$ cat config.mk
export PLATFORM = sky130hd
export DESIGN_NAME = order_relation_closure_unit
export DESIGN_NICKNAME = d
export VERILOG_FILES = /design/src/rtl/ordc_pkg.sv /design/src/rtl/ordc_row_mem.sv /design/src/rtl/ordc_count_bank.sv /design/src/rtl/ordc_seq.sv /design/src/rtl/order_relation_closure_unit.sv
export SDC_FILE = /design/constraint.sdc
export NUM_CORES = 2
export LEC_CHECK = 0
export BUFFER_PORTS_ARGS = -buffer_cell sky130_fd_sc_hd__buf_2
export CORE_AREA = 2 2 249 497
export DETAILED_ROUTE_END_ITERATION = 8
export DIE_AREA = 0 0 251 499
export PLACE_DENSITY = 0.76
export SLEW_MARGIN = 40
export SYNTH_ARGS = -nofsm -noshare
export SYNTH_HDL_FRONTEND = slang
export SYNTH_HIERARCHICAL = 1
export SYNTH_SLANG_ARGS = --single-unit
$ cat constraint.sdc
create_clock -name clk -period 8.1 [get_ports clk]
set_input_delay 0.81 -clock clk [delete_from_list [all_inputs] [get_ports clk]]
set_output_delay 0.81 -clock clk [all_outputs]
set_load 0.02 [all_outputs]
$ cat src/rtl/ordc_pkg.sv
// ordc_pkg: shared widths, codes and the result word type for the
// order relation closure unit
// no dependencies

package ordc_pkg;

	localparam int ACT_W = 2;
	localparam int IDX_W = 5;
	localparam int ST_W = 2;
	localparam int CNT_W = 6;
	localparam int ROW_CAP = 32;
	localparam int DEF_MAX_ELEMENTS = 32;
	localparam int RESET_COUNT = 32;

	localparam logic [ACT_W-1:0] ACT_RECORD = 2'd0;
	localparam logic [ACT_W-1:0] ACT_COMPARE = 2'd1;
	localparam logic [ACT_W-1:0] ACT_QUESTION = 2'd2;

	localparam logic [ST_W-1:0] ST_OK = 2'd0;
	localparam logic [ST_W-1:0] ST_KNOWN = 2'd1;
	localparam logic [ST_W-1:0] ST_REJECT = 2'd2;
	localparam logic [ST_W-1:0] ST_ALL_KNOWN = 2'd3;

	typedef struct packed {
		logic [ST_W-1:0]  status;
		logic             relation_known;
		logic             first_is_greater;
		logic [IDX_W-1:0] question_first;
		logic [IDX_W-1:0] question_second;
	} result_t;

endpackage

$ cat src/rtl/ordc_row_mem.sv
// ordc_row_mem: relation matrix storage, one row per element, one read and
// one write port, registered read, per-row valid bits for clear
// depends on ordc_pkg only through the parameters handed down

module ordc_row_mem #(
	parameter int ROWS = ordc_pkg::ROW_CAP,
	parameter int ROW_W = $clog2(ordc_pkg::ROW_CAP)
) (
	input  logic             clk,
	input  logic             arst_n,
	input  logic             clear,
	input  logic [ROW_W-1:0] rd_addr,
	output logic [ROWS-1:0]  rd_data,
	input  logic             wr_en,
	input  logic [ROW_W-1:0] wr_addr,
	input  logic [ROWS-1:0]  wr_data
);

	logic [ROWS-1:0] mem [ROWS];
	logic [ROWS-1:0] valid_q;
	logic [ROWS-1:0] rd_mem_q;
	logic            rd_vld_q;

	always_ff @(posedge clk) begin
		if (wr_en) begin
			mem[wr_addr] <= wr_data;
		end
		rd_mem_q <= mem[rd_addr];
	end

	always_ff @(posedge clk or negedge arst_n) begin
		if (!arst_n) begin
			valid_q <= '0;
			rd_vld_q <= 1'b0;
		end else begin
			rd_vld_q <= valid_q[rd_addr] & ~clear;
			if (clear) begin
				valid_q <= '0;
			end else if (wr_en) begin
				valid_q[wr_addr] <= 1'b1;
			end
		end
	end

	// rows never written since the last clear read as no relations
	assign rd_data = rd_vld_q ? rd_mem_q : '0;

endmodule

$ cat src/rtl/ordc_count_bank.sv
// ordc_count_bank: per-element known-relation counters, bulk update from a
// row of fresh relations, one read port
// depends on ordc_pkg

module ordc_count_bank #(
	parameter int ROWS = ordc_pkg::ROW_CAP,
	parameter int ROW_W = $clog2(ordc_pkg::ROW_CAP)
) (
	input  logic                       clk,
	input  logic                       arst_n,
	input  logic                       clear,
	input  logic                       upd_en,
	input  logic [ROW_W-1:0]           upd_row,
	input  logic [ROWS-1:0]            upd_fresh,
	input  logic [ROW_W-1:0]           rd_idx,
	output logic [ordc_pkg::CNT_W-1:0] rd_count
);

	logic [ordc_pkg::CNT_W-1:0] count_q [ROWS];
	logic [ordc_pkg::CNT_W-1:0] pop;

	assign pop = ordc_pkg::CNT_W'($countones(upd_fresh));

	always_ff @(posedge clk or negedge arst_n) begin
		if (!arst_n) begin
			for (int b = 0; b < ROWS; b++) begin
				count_q[b] <= '0;
			end
		end else if (clear) begin
			for (int b = 0; b < ROWS; b++) begin
				count_q[b] <= '0;
			end
		end else if (upd_en) begin
			for (int b = 0; b < ROWS; b++) begin
				count_q[b] <= count_q[b] + ordc_pkg::CNT_W'(upd_fresh[b])
					+ ((ROW_W'(b) == upd_row) ? pop : '0);
			end
		end
	end

	assign rd_count = count_q[rd_idx];

endmodule

$ cat src/rtl/ordc_seq.sv
// ordc_seq: item sequencer, row sweeps over the matrix memory for record,
// pair lookup for compare, count and row scans for next question
// depends on ordc_pkg

module ordc_seq #(
	parameter int ROWS = ordc_pkg::ROW_CAP,
	parameter int ROW_W = $clog2(ordc_pkg::ROW_CAP)
) (
	input  logic                       clk,
	input  logic                       arst_n,
	input  logic [ordc_pkg::CNT_W-1:0] n_active,
	input  logic                       req_valid,
	output logic                       req_stall,
	input  logic [ordc_pkg::ACT_W-1:0] action,
	input  logic [ordc_pkg::IDX_W-1:0] first_elem,
	input  logic [ordc_pkg::IDX_W-1:0] second_elem,
	output logic [ROW_W-1:0]           mem_rd_addr,
	input  logic [ROWS-1:0]            mem_rd_data,
	output logic                       mem_wr_en,
	output logic [ROW_W-1:0]           mem_wr_addr,
	output logic [ROWS-1:0]            mem_wr_data,
	output logic                       cnt_upd_en,
	output logic [ROW_W-1:0]           cnt_upd_row,
	output logic [ROWS-1:0]            cnt_upd_fresh,
	output logic [ROW_W-1:0]           cnt_rd_idx,
	input  logic [ordc_pkg::CNT_W-1:0] cnt_rd_data,
	output logic                       res_valid,
	output ordc_pkg::result_t          res,
	input  logic                       res_take
);

	typedef enum logic [3:0] {
		S_IDLE,
		S_ROW_F,
		S_EVAL,
		S_SWEEP,
		S_MIN,
		S_CHECK,
		S_BEST_ROW,
		S_PSCAN,
		S_DONE
	} state_t;

	state_t                     state_q;
	logic [ordc_pkg::ACT_W-1:0] act_q;
	logic [ROW_W-1:0]           f_q;
	logic [ROW_W-1:0]           s_q;
	logic [ROWS-1:0]            row_s_q;
	logic [ROWS-1:0]            below_q;
	logic [ROWS-1:0]            row_best_q;
	logic [ROW_W-1:0]           ctr_q;
	logic [ROW_W-1:0]           best_q;
	logic [ordc_pkg::CNT_W-1:0] bestcnt_q;
	logic [ROW_W-1:0]           partner_q;
	logic [ordc_pkg::CNT_W-1:0] pcnt_q;
	logic                       found_q;
	ordc_pkg::result_t          res_q;

	logic                       accept;
	logic                       valid_pair;
	logic                       last;
	logic                       sweep_upd;
	logic [ROWS-1:0]            fresh;
	logic                       pair_known;
	logic                       take_partner;
	logic                       gt_fs;
	logic                       gt_sf;

	assign accept = req_valid & ~req_stall;
	assign req_stall = (state_q != S_IDLE);
	assign valid_pair = ({1'b0, first_elem} < n_active) && ({1'b0, second_elem} < n_active)
		&& (first_elem != second_elem);
	assign last = (ordc_pkg::CNT_W'(ctr_q) == n_active - ordc_pkg::CNT_W'(1));

	assign gt_fs = mem_rd_data[s_q];
	assign gt_sf = row_s_q[f_q];

	// rows at or above first take every element at or below second
	assign sweep_upd = (ctr_q == f_q) || mem_rd_data[f_q];
	assign fresh = sweep_upd ? (below_q & ~mem_rd_data) : '0;

	assign pair_known = (ctr_q == best_q) || row_best_q[ctr_q] || mem_rd_data[best_q];
	assign take_partner = ~pair_known && (~found_q || (cnt_rd_data < pcnt_q));

	always_comb begin
		case (state_q)
			S_IDLE:     mem_rd_addr = second_elem[ROW_W-1:0];
			S_ROW_F:    mem_rd_addr = f_q;
			S_CHECK:    mem_rd_addr = best_q;
			S_SWEEP:    mem_rd_addr = ctr_q + ROW_W'(1);
			S_PSCAN:    mem_rd_addr = ctr_q + ROW_W'(1);
			default:    mem_rd_addr = '0;
		endcase
	end

	assign mem_wr_en = (state_q == S_SWEEP) && sweep_upd;
	assign mem_wr_addr = ctr_q;
	assign mem_wr_data = mem_rd_data | fresh;
	assign cnt_upd_en = mem_wr_en;
	assign cnt_upd_row = ctr_q;
	assign cnt_upd_fresh = fresh;
	assign cnt_rd_idx = ctr_q;

	assign res_valid = (state_q == S_DONE);
	assign res = res_q;

	always_ff @(posedge clk or negedge arst_n) begin
		if (!arst_n) begin
			state_q <= S_IDLE;
			act_q <= '0;
			f_q <= '0;
			s_q <= '0;
			row_s_q <= '0;
			below_q <= '0;
			row_best_q <= '0;
			ctr_q <= '0;
			best_q <= '0;
			bestcnt_q <= '0;
			partner_q <= '0;
			pcnt_q <= '0;
			found_q <= 1'b0;
			res_q <= '0;
		end else begin
			case (state_q)
				S_IDLE: begin
					if (accept) begin
						act_q <= action;
						f_q <= first_elem[ROW_W-1:0];
						s_q <= second_elem[ROW_W-1:0];
						res_q <= '{status: ordc_pkg::ST_REJECT, relation_known: 1'b0,
							first_is_greater: 1'b0, question_first: '0,
							question_second: '0};
						ctr_q <= '0;
						case (action)
							ordc_pkg::ACT_RECORD, ordc_pkg::ACT_COMPARE: begin
								state_q <= valid_pair ? S_ROW_F : S_DONE;
							end
							ordc_pkg::ACT_QUESTION: begin
								state_q <= S_MIN;
							end
							default: begin
								state_q <= S_DONE;
							end
						endcase
					end
				end
				S_ROW_F: begin
					row_s_q <= mem_rd_data;
					state_q <= S_EVAL;
				end
				S_EVAL: begin
					ctr_q <= '0;
					if (act_q == ordc_pkg::ACT_COMPARE) begin
						res_q.status <= ordc_pkg::ST_OK;
						res_q.relation_known <= gt_fs | gt_sf;
						res_q.first_is_greater <= gt_fs;
						state_q <= S_DONE;
					end else if (gt_sf) begin
						state_q <= S_DONE;
					end else if (gt_fs) begin
						res_q.status <= ordc_pkg::ST_KNOWN;
						state_q <= S_DONE;
					end else begin
						below_q <= row_s_q | ({{(ROWS-1){1'b0}}, 1'b1} << s_q);
						state_q <= S_SWEEP;
					end
				end
				S_SWEEP: begin
					ctr_q <= ctr_q + ROW_W'(1);
					if (last) begin
						res_q.status <= ordc_pkg::ST_OK;
						state_q <= S_DONE;
					end
				end
				S_MIN: begin
					if ((ctr_q == '0) || (cnt_rd_data < bestcnt_q)) begin
						best_q <= ctr_q;
						bestcnt_q <= cnt_rd_data;
					end
					ctr_q <= ctr_q + ROW_W'(1);
					if (last) begin
						state_q <= S_CHECK;
					end
				end
				S_CHECK: begin
					found_q <= 1'b0;
					if ((n_active > ordc_pkg::CNT_W'(1))
							&& (bestcnt_q < n_active - ordc_pkg::CNT_W'(1))) begin
						state_q <= S_BEST_ROW;
					end else begin
						res_q.status <= ordc_pkg::ST_ALL_KNOWN;
						state_q <= S_DONE;
					end
				end
				S_BEST_ROW: begin
					row_best_q <= mem_rd_data;
					ctr_q <= '0;
					state_q <= S_PSCAN;
				end
				S_PSCAN: begin
					if (take_partner) begin
						partner_q <= ctr_q;
						pcnt_q <= cnt_rd_data;
						found_q <= 1'b1;
					end
					ctr_q <= ctr_q + ROW_W'(1);
					if (last) begin
						if (found_q || take_partner) begin
							res_q.status <= ordc_pkg::ST_OK;
							res_q.question_first <= ordc_pkg::IDX_W'(best_q);
							res_q.question_second <= take_partner ? ordc_pkg::IDX_W'(ctr_q)
								: ordc_pkg::IDX_W'(partner_q);
						end else begin
							res_q.status <= ordc_pkg::ST_ALL_KNOWN;
						end
						state_q <= S_DONE;
					end
				end
				S_DONE: begin
					if (res_take) begin
						state_q <= S_IDLE;
					end
				end
				default: begin
					state_q <= S_IDLE;
				end
			endcase
		end
	end

	a_wr_rd_apart: assert property (@(posedge clk) disable iff (!arst_n)
		mem_wr_en |-> (mem_wr_addr != mem_rd_addr))
		else $error("row write collides with row read");

	a_no_cycle: assert property (@(posedge clk) disable iff (!arst_n)
		(state_q == S_SWEEP) |-> !below_q[f_q])
		else $error("closure sweep would make first below itself");

	a_partner_not_best: assert property (@(posedge clk) disable iff (!arst_n)
		(state_q == S_PSCAN) && found_q |-> (partner_q != best_q))
		else $error("question partner equals chosen element");

	a_result_held: assert property (@(posedge clk) disable iff (!arst_n)
		(state_q == S_DONE) && !res_take |=> (state_q == S_DONE) && $stable(res_q))
		else $error("pending result lost before hand-off");

endmodule

$ cat src/rtl/order_relation_closure_unit.sv
// order_relation_closure_unit: top level, element count register, output
// register, matrix memory, counters and sequencer
// depends on ordc_pkg, ordc_row_mem, ordc_count_bank, ordc_seq
//
// channel  direction  handshake               word
// cfg      in         cfg_wr_en               cfg_wr_data (element count)
// req      in         req_valid / req_stall   action, first_elem, second_elem
// rsp      out        rsp_valid / rsp_stall   status, relation_known, first_is_greater,
//                                             question_first, question_second
//
// one word in flight; record sweeps the matrix one row per cycle, question does a
// count scan, then a row scan, compare reads two rows, a rejected word goes to the result
// n is the element count clamped to 1 .. min(MAX_ELEMENTS, 32)
// reset and count writes clear the matrix at once through valid bits, and the counters directly
// a new word is taken while the previous result waits in the output register

module order_relation_closure_unit #(
	parameter int MAX_ELEMENTS = ordc_pkg::DEF_MAX_ELEMENTS
) (
	input  logic                       clk,
	input  logic                       arst_n,
	input  logic                       cfg_wr_en,
	input  logic [ordc_pkg::CNT_W-1:0] cfg_wr_data,
	input  logic                       req_valid,
	output logic                       req_stall,
	input  logic [ordc_pkg::ACT_W-1:0] action,
	input  logic [ordc_pkg::IDX_W-1:0] first_elem,
	input  logic [ordc_pkg::IDX_W-1:0] second_elem,
	output logic                       rsp_valid,
	input  logic                       rsp_stall,
	output logic [ordc_pkg::ST_W-1:0]  status,
	output logic                       relation_known,
	output logic                       first_is_greater,
	output logic [ordc_pkg::IDX_W-1:0] question_first,
	output logic [ordc_pkg::IDX_W-1:0] question_second
);

	localparam int ROWS = (MAX_ELEMENTS < ordc_pkg::ROW_CAP) ? MAX_ELEMENTS : ordc_pkg::ROW_CAP;
	localparam int ROW_W = $clog2(ROWS);
	localparam int N_RESET = (ordc_pkg::RESET_COUNT < ROWS) ? ordc_pkg::RESET_COUNT : ROWS;

	logic [ordc_pkg::CNT_W-1:0] n_q;
	logic [ordc_pkg::CNT_W-1:0] n_clamped;
	logic                       rsp_valid_q;
	ordc_pkg::result_t          rsp_q;

	logic [ROW_W-1:0]           mem_rd_addr;
	logic [ROWS-1:0]            mem_rd_data;
	logic                       mem_wr_en;
	logic [ROW_W-1:0]           mem_wr_addr;
	logic [ROWS-1:0]            mem_wr_data;
	logic                       cnt_upd_en;
	logic [ROW_W-1:0]           cnt_upd_row;
	logic [ROWS-1:0]            cnt_upd_fresh;
	logic [ROW_W-1:0]           cnt_rd_idx;
	logic [ordc_pkg::CNT_W-1:0] cnt_rd_data;
	logic                       res_valid;
	ordc_pkg::result_t          res;
	logic                       res_take;

	always_comb begin
		if (cfg_wr_data == '0) begin
			n_clamped = ordc_pkg::CNT_W'(1);
		end else if (cfg_wr_data > ordc_pkg::CNT_W'(ROWS)) begin
			n_clamped = ordc_pkg::CNT_W'(ROWS);
		end else begin
			n_clamped = cfg_wr_data;
		end
	end

	assign res_take = res_valid & (~rsp_valid_q | ~rsp_stall);

	always_ff @(posedge clk or negedge arst_n) begin
		if (!arst_n) begin
			n_q <= ordc_pkg::CNT_W'(N_RESET);
			rsp_valid_q <= 1'b0;
		end else begin
			if (cfg_wr_en) begin
				n_q <= n_clamped;
			end
			if (res_take) begin
				rsp_valid_q <= 1'b1;
			end else if (~rsp_stall) begin
				rsp_valid_q <= 1'b0;
			end
		end
	end

	always_ff @(posedge clk) begin
		if (res_take) begin
			rsp_q <= res;
		end
	end

	assign rsp_valid = rsp_valid_q;
	assign status = rsp_q.status;
	assign relation_known = rsp_q.relation_known;
	assign first_is_greater = rsp_q.first_is_greater;
	assign question_first = rsp_q.question_first;
	assign question_second = rsp_q.question_second;

	ordc_row_mem #(
		.ROWS  (ROWS),
		.ROW_W (ROW_W)
	) u_row_mem (
		.clk     (clk),
		.arst_n  (arst_n),
		.clear   (cfg_wr_en),
		.rd_addr (mem_rd_addr),
		.rd_data (mem_rd_data),
		.wr_en   (mem_wr_en),
		.wr_addr (mem_wr_addr),
		.wr_data (mem_wr_data)
	);

	ordc_count_bank #(
		.ROWS  (ROWS),
		.ROW_W (ROW_W)
	) u_count_bank (
		.clk       (clk),
		.arst_n    (arst_n),
		.clear     (cfg_wr_en),
		.upd_en    (cnt_upd_en),
		.upd_row   (cnt_upd_row),
		.upd_fresh (cnt_upd_fresh),
		.rd_idx    (cnt_rd_idx),
		.rd_count  (cnt_rd_data)
	);

	ordc_seq #(
		.ROWS  (ROWS),
		.ROW_W (ROW_W)
	) u_seq (
		.clk           (clk),
		.arst_n        (arst_n),
		.n_active      (n_q),
		.req_valid     (req_valid),
		.req_stall     (req_stall),
		.action        (action),
		.first_elem    (first_elem),
		.second_elem   (second_elem),
		.mem_rd_addr   (mem_rd_addr),
		.mem_rd_data   (mem_rd_data),
		.mem_wr_en     (mem_wr_en),
		.mem_wr_addr   (mem_wr_addr),
		.mem_wr_data   (mem_wr_data),
		.cnt_upd_en    (cnt_upd_en),
		.cnt_upd_row   (cnt_upd_row),
		.cnt_upd_fresh (cnt_upd_fresh),
		.cnt_rd_idx    (cnt_rd_idx),
		.cnt_rd_data   (cnt_rd_data),
		.res_valid     (res_valid),
		.res           (res),
		.res_take      (res_take)
	);

endmodule
==> impl_metrics.csv <==
group,metric,value,unit
logic_synthesis,syn_area_per_cell,15.0,µm²
worst_setup_path,cp_max_fo,32,
worst_setup_path,cp-start-kind,"flop",
timing,setup_ws,-0.561,ns
clocking,clockRootBuffer,"clkbuf_16",
worst_setup_path,reg2reg_to,"u_count_bank/count_q[29]",
global_route,antenna_found_initial,9,
worst_setup_path,crit_path_end_kind,"flop",
hold_path,hold_path_class,"input port to asynchronous set/reset pin",
placement,dp_hpwl,131,mm
logic_synthesis,syn-num-nets,4954,
clocking,clk_pin_slew,0.08,ns
worst_setup_path,critPathKind,"flop to flop",
die,design.portCount,39,
status,status,"complete, but fails checks",
timing,final_min_period_over_clock_period,1.07,
timing,finClkSkew,0.0283,ns
logic_synthesis,netlist_area,0.0700,mm²
detailed_routing,drt_wl_total,215,mm
timing,rsz0062_at_grt,"yes",
global_route,grt_pass1_wl,314,mm
detailed_routing,drc,0,
die,std_cell_rows,181,
detailed_routing,drtAntennaViolNets,0,
timing,final_hold_viol_count,0,
detailed_routing,vias,45800,
worst_setup_path,worstPathArrival,9.28,ns
status,failed_checks,"negative setup slack",
die,die-area,0.125,mm²
timing,slew_headroom,0.351,
worst_setup_path,cpMostUsedCell,"fa_1",
clocking,clock_path_buffers,3,
logic_synthesis,synth_warnings,6,
detailed_routing,drt_iter0_drc,4866,
timing,worstMarginPinSlew,0.972,ns
detailed_routing,drt_pre_antenna_iters,8,
global_route,grt_remaining_overflow,0,
logic_synthesis,ys_seq_area_frac,0.593,
logic_synthesis,yosys.area.top_type,"edfxtp_1",
die,die_w,251,µm
final_layout,nets,5305,
placement,place_congestion,1.04,
final_layout,drive_above_1_share,0.304,
final_layout,area_growth,15.1,%
worst_setup_path,r2r_start,"u_row_mem/rd_vld_q",
placement,portBuffers,38,
global_route,groute.usage.overall,0.349,
timing,fin_setup_tns,-24.74,ns
global_route,grt_max_degree,125,
timing,fmaxAchievable,115,MHz
logic_synthesis,ys_seq_elements,1456,
die,die_h,499,µm
worst_setup_path,worst_ep_required_time,8.72,ns
detailed_routing,drt-wirelength-per-cell,32.1,µm
clocking,htree_levels,3,
logic_synthesis,syn-instance-count,4675,
timing,fin_crit,8.66,ns
timing,finalSetupViolCount,94,
clocking,clk_latency,0.78,ns
logic_synthesis,yosys.area.top_type_share,0.446,
global_route,grt_pass1_vias,47500,
timing,drv_slew,0,
die,start_util,0.576,
logic_synthesis,synthArstFlopShare,0.265,
worst_setup_path,crit_path_top_delay_cell,"fa_1",
worst_setup_path,rrSetupSlack,-0.56,ns
clocking,postCtsHoldBufs,0,
flow_run,cap_violations,0,
clocking,cts_tree,"yes",
logic_synthesis,synth_ff_type,"edfxtp_1",
clocking,cts_buffers,117,
worst_setup_path,r2r_cells,32,
clocking,cts.sinks,1456,
detailed_routing,viasPerCell,6.84,
logic_synthesis,synth-edff-count,1038,
logic_synthesis,yosysUniqueCellTypes,76,
die,core_area,0.121,mm²
logic_synthesis,synthTopCellsByArea,"edfxtp_1, dfrtp_1, mux4_2",
worst_setup_path,max_stage_delay,0.54,ns
==> how the worst max path moves through the flow <==
stage | depth (start not counted) | startpoint | slack [ns] | to
2_1_floorplan | 31 | u_row_mem/rd_vld_q | 0.001 | u_count_bank/count_q[143]
3_3_place_gp | 33 | u_row_mem/rd_vld_q | -0.41 | u_count_bank/count_q[113]
3_5_place_dp | 33 | u_row_mem/rd_vld_q | -0.63 | u_count_bank/count_q[59]
4_1_cts | 32 | u_row_mem/rd_vld_q | -0.45 | u_count_bank/count_q[89]
5_1_grt | 32 | u_row_mem/rd_vld_q | -0.76 | u_count_bank/count_q[185]
6_report | 32 | u_row_mem/rd_vld_q | -0.56 | u_count_bank/count_q[29]
==> through the flow <==
step / area [µm²] / util / hold slack (ns) / worst slack [ns] / instances
after floorplan: 70100 / - / 0.421 / 0.00133 / 4675
after global placement: 74700 / 0.616 / 0.432 / -0.412 / 6416
after detailed placement: 75300 / 0.620 / 0.436 / -0.635 / 6434
after CTS: 79800 / 0.657 / 0.0646 / -0.447 / 6675
after global routing: 80500 / 0.663 / 0.108 / -0.760 / 6689
final: 80500 / 0.663 / 0.0442 / -0.561 / 6691
==> logic make-up (layout without fill, tap and decap cells) <==
logic type,after synthesis,in the layout,share of synthesized area
AND/OR/NAND/NOR,1225,1225,0.0878
XOR/XNOR,61,61,0.00764
buffers and inverters,446,902,0.0274
AO/OA/AOI/OAI,540,540,0.0519
other,0,5,0
flip-flops,1456,1456,0.593
multiplexers,691,691,0.177
adder cells (fa/ha/maj),256,256,0.0553
==> flip-flops by register name, indices dropped and copies added (netlist names), 14 cells and up <==
register,cells
u_seq/below_q,32
u_seq/res,14
u_seq/row_best_q,32
u_row_mem/valid_q,32
u_seq/row_s_q,32
u_row_mem/mem,1024
u_count_bank/count_q,192
u_row_mem/rd_mem_q,32
==> layout by cell type, fill, tap and decap left out, types with 36 or more instances in the layout <==
| cell type | synthesis | layout |
|---|---|---|
| fa_1 | 89 | 73 |
| nor2b_1 | 81 | 60 |
| buf_2 | 34 | 36 |
| a21oi_1 | 167 | 136 |
| mux2_2 | 133 | 133 |
| dfrtp_1 | 385 | 381 |
| o2111ai_1 | 53 | 51 |
| nand3b_1 | 42 | 42 |
| buf_4 | 31 | 400 |
| nor2_1 | 484 | 419 |
| nor3_1 | 95 | 62 |
| inv_1 | 167 | 165 |
| ha_1 | 167 | 161 |
| mux4_2 | 414 | 414 |
| a211oi_1 | 66 | 65 |
| o21a_1 | 37 | 37 |
| edfxtp_1 | 1038 | 1038 |
| nor2_4 | 0 | 37 |
| xnor2_1 | 47 | 46 |
| clkbuf_16 | 0 | 118 |
| a21o_1 | 45 | 45 |
| mux2i_1 | 128 | 128 |
| and3_1 | 103 | 101 |
| nand2_1 | 165 | 157 |
==> timing repair <==
item,in CTS,in global routing
resized for setup,112,128
endpoints found under the setup margin,99,160
pin swaps,47,49
buffers inserted,13,6
gates cloned,4,1
==> worst max-delay path: cells and delay by family, from the launching register on <==
family / cells / cell delay [ns]
buffers and inverters: 7 / 0.94
AO/OA/AOI/OAI: 7 / 1.18
adder cells (fa/ha/maj): 10 / 4.24
XOR/XNOR: 1 / 0.17
multiplexers: 2 / 0.98
flip-flops: 1 / 0.40
AND/OR/NAND/NOR: 5 / 0.58
==> synth_stat cells (33+ instances only) <==
| cell type | instances |
|---|---|
| o22ai_1 | 34 |
| xnor2_1 | 47 |
| nor3_1 | 95 |
| nand2_1 | 165 |
| and2_1 | 35 |
| o21a_1 | 37 |
| edfxtp_1 | 1038 |
| fa_1 | 89 |
| nand2b_1 | 43 |
| inv_1 | 167 |
| o21ai_0 | 57 |
| a221o_1 | 33 |
| dfrtp_1 | 385 |
| nand3b_1 | 42 |
| a21oi_1 | 167 |
| buf_2 | 34 |
| mux2_2 | 133 |
| a211oi_1 | 66 |
| and3_1 | 103 |
| nand3_1 | 33 |
| a21o_1 | 45 |
| ha_1 | 167 |
| nor4b_1 | 61 |
| o2111ai_1 | 53 |
| nor2b_1 | 81 |
| nor2_1 | 484 |
| clkbuf_1 | 166 |
| mux4_2 | 414 |
| mux2i_1 | 128 |
==> area by class of cell <==
| cell class | instances | area, µm² |
|---|---|---|
| diodes | 5 | 12.5 |
| inverters | 173 | 654 |
| well taps | 1555 | 1950 |
| fillers | 8054 | 40900 |
| multi-input cells | 2773 | 28000 |
| repair buffers | 505 | 4520 |
| clock inverters | 95 | 913 |
| flip-flops and latches | 1456 | 41500 |
| clock buffers | 129 | 2990 |
==> layer usage <==
metal | GRT usage | part of all wire | vias up
met5 | 0 | 0.00015 | -
met4 | 0.325 | 0.11 | 6
met3 | 0.0723 | 0.082 | 991
met2 | 0.579 | 0.50 | 2810
met1 | 0.370 | 0.30 | 23300
li1 | - | - | 18600
Power is left out: the tool's default activity adds up to more than one toggle a clock period on the data nets, which glitch-free logic cannot reach.
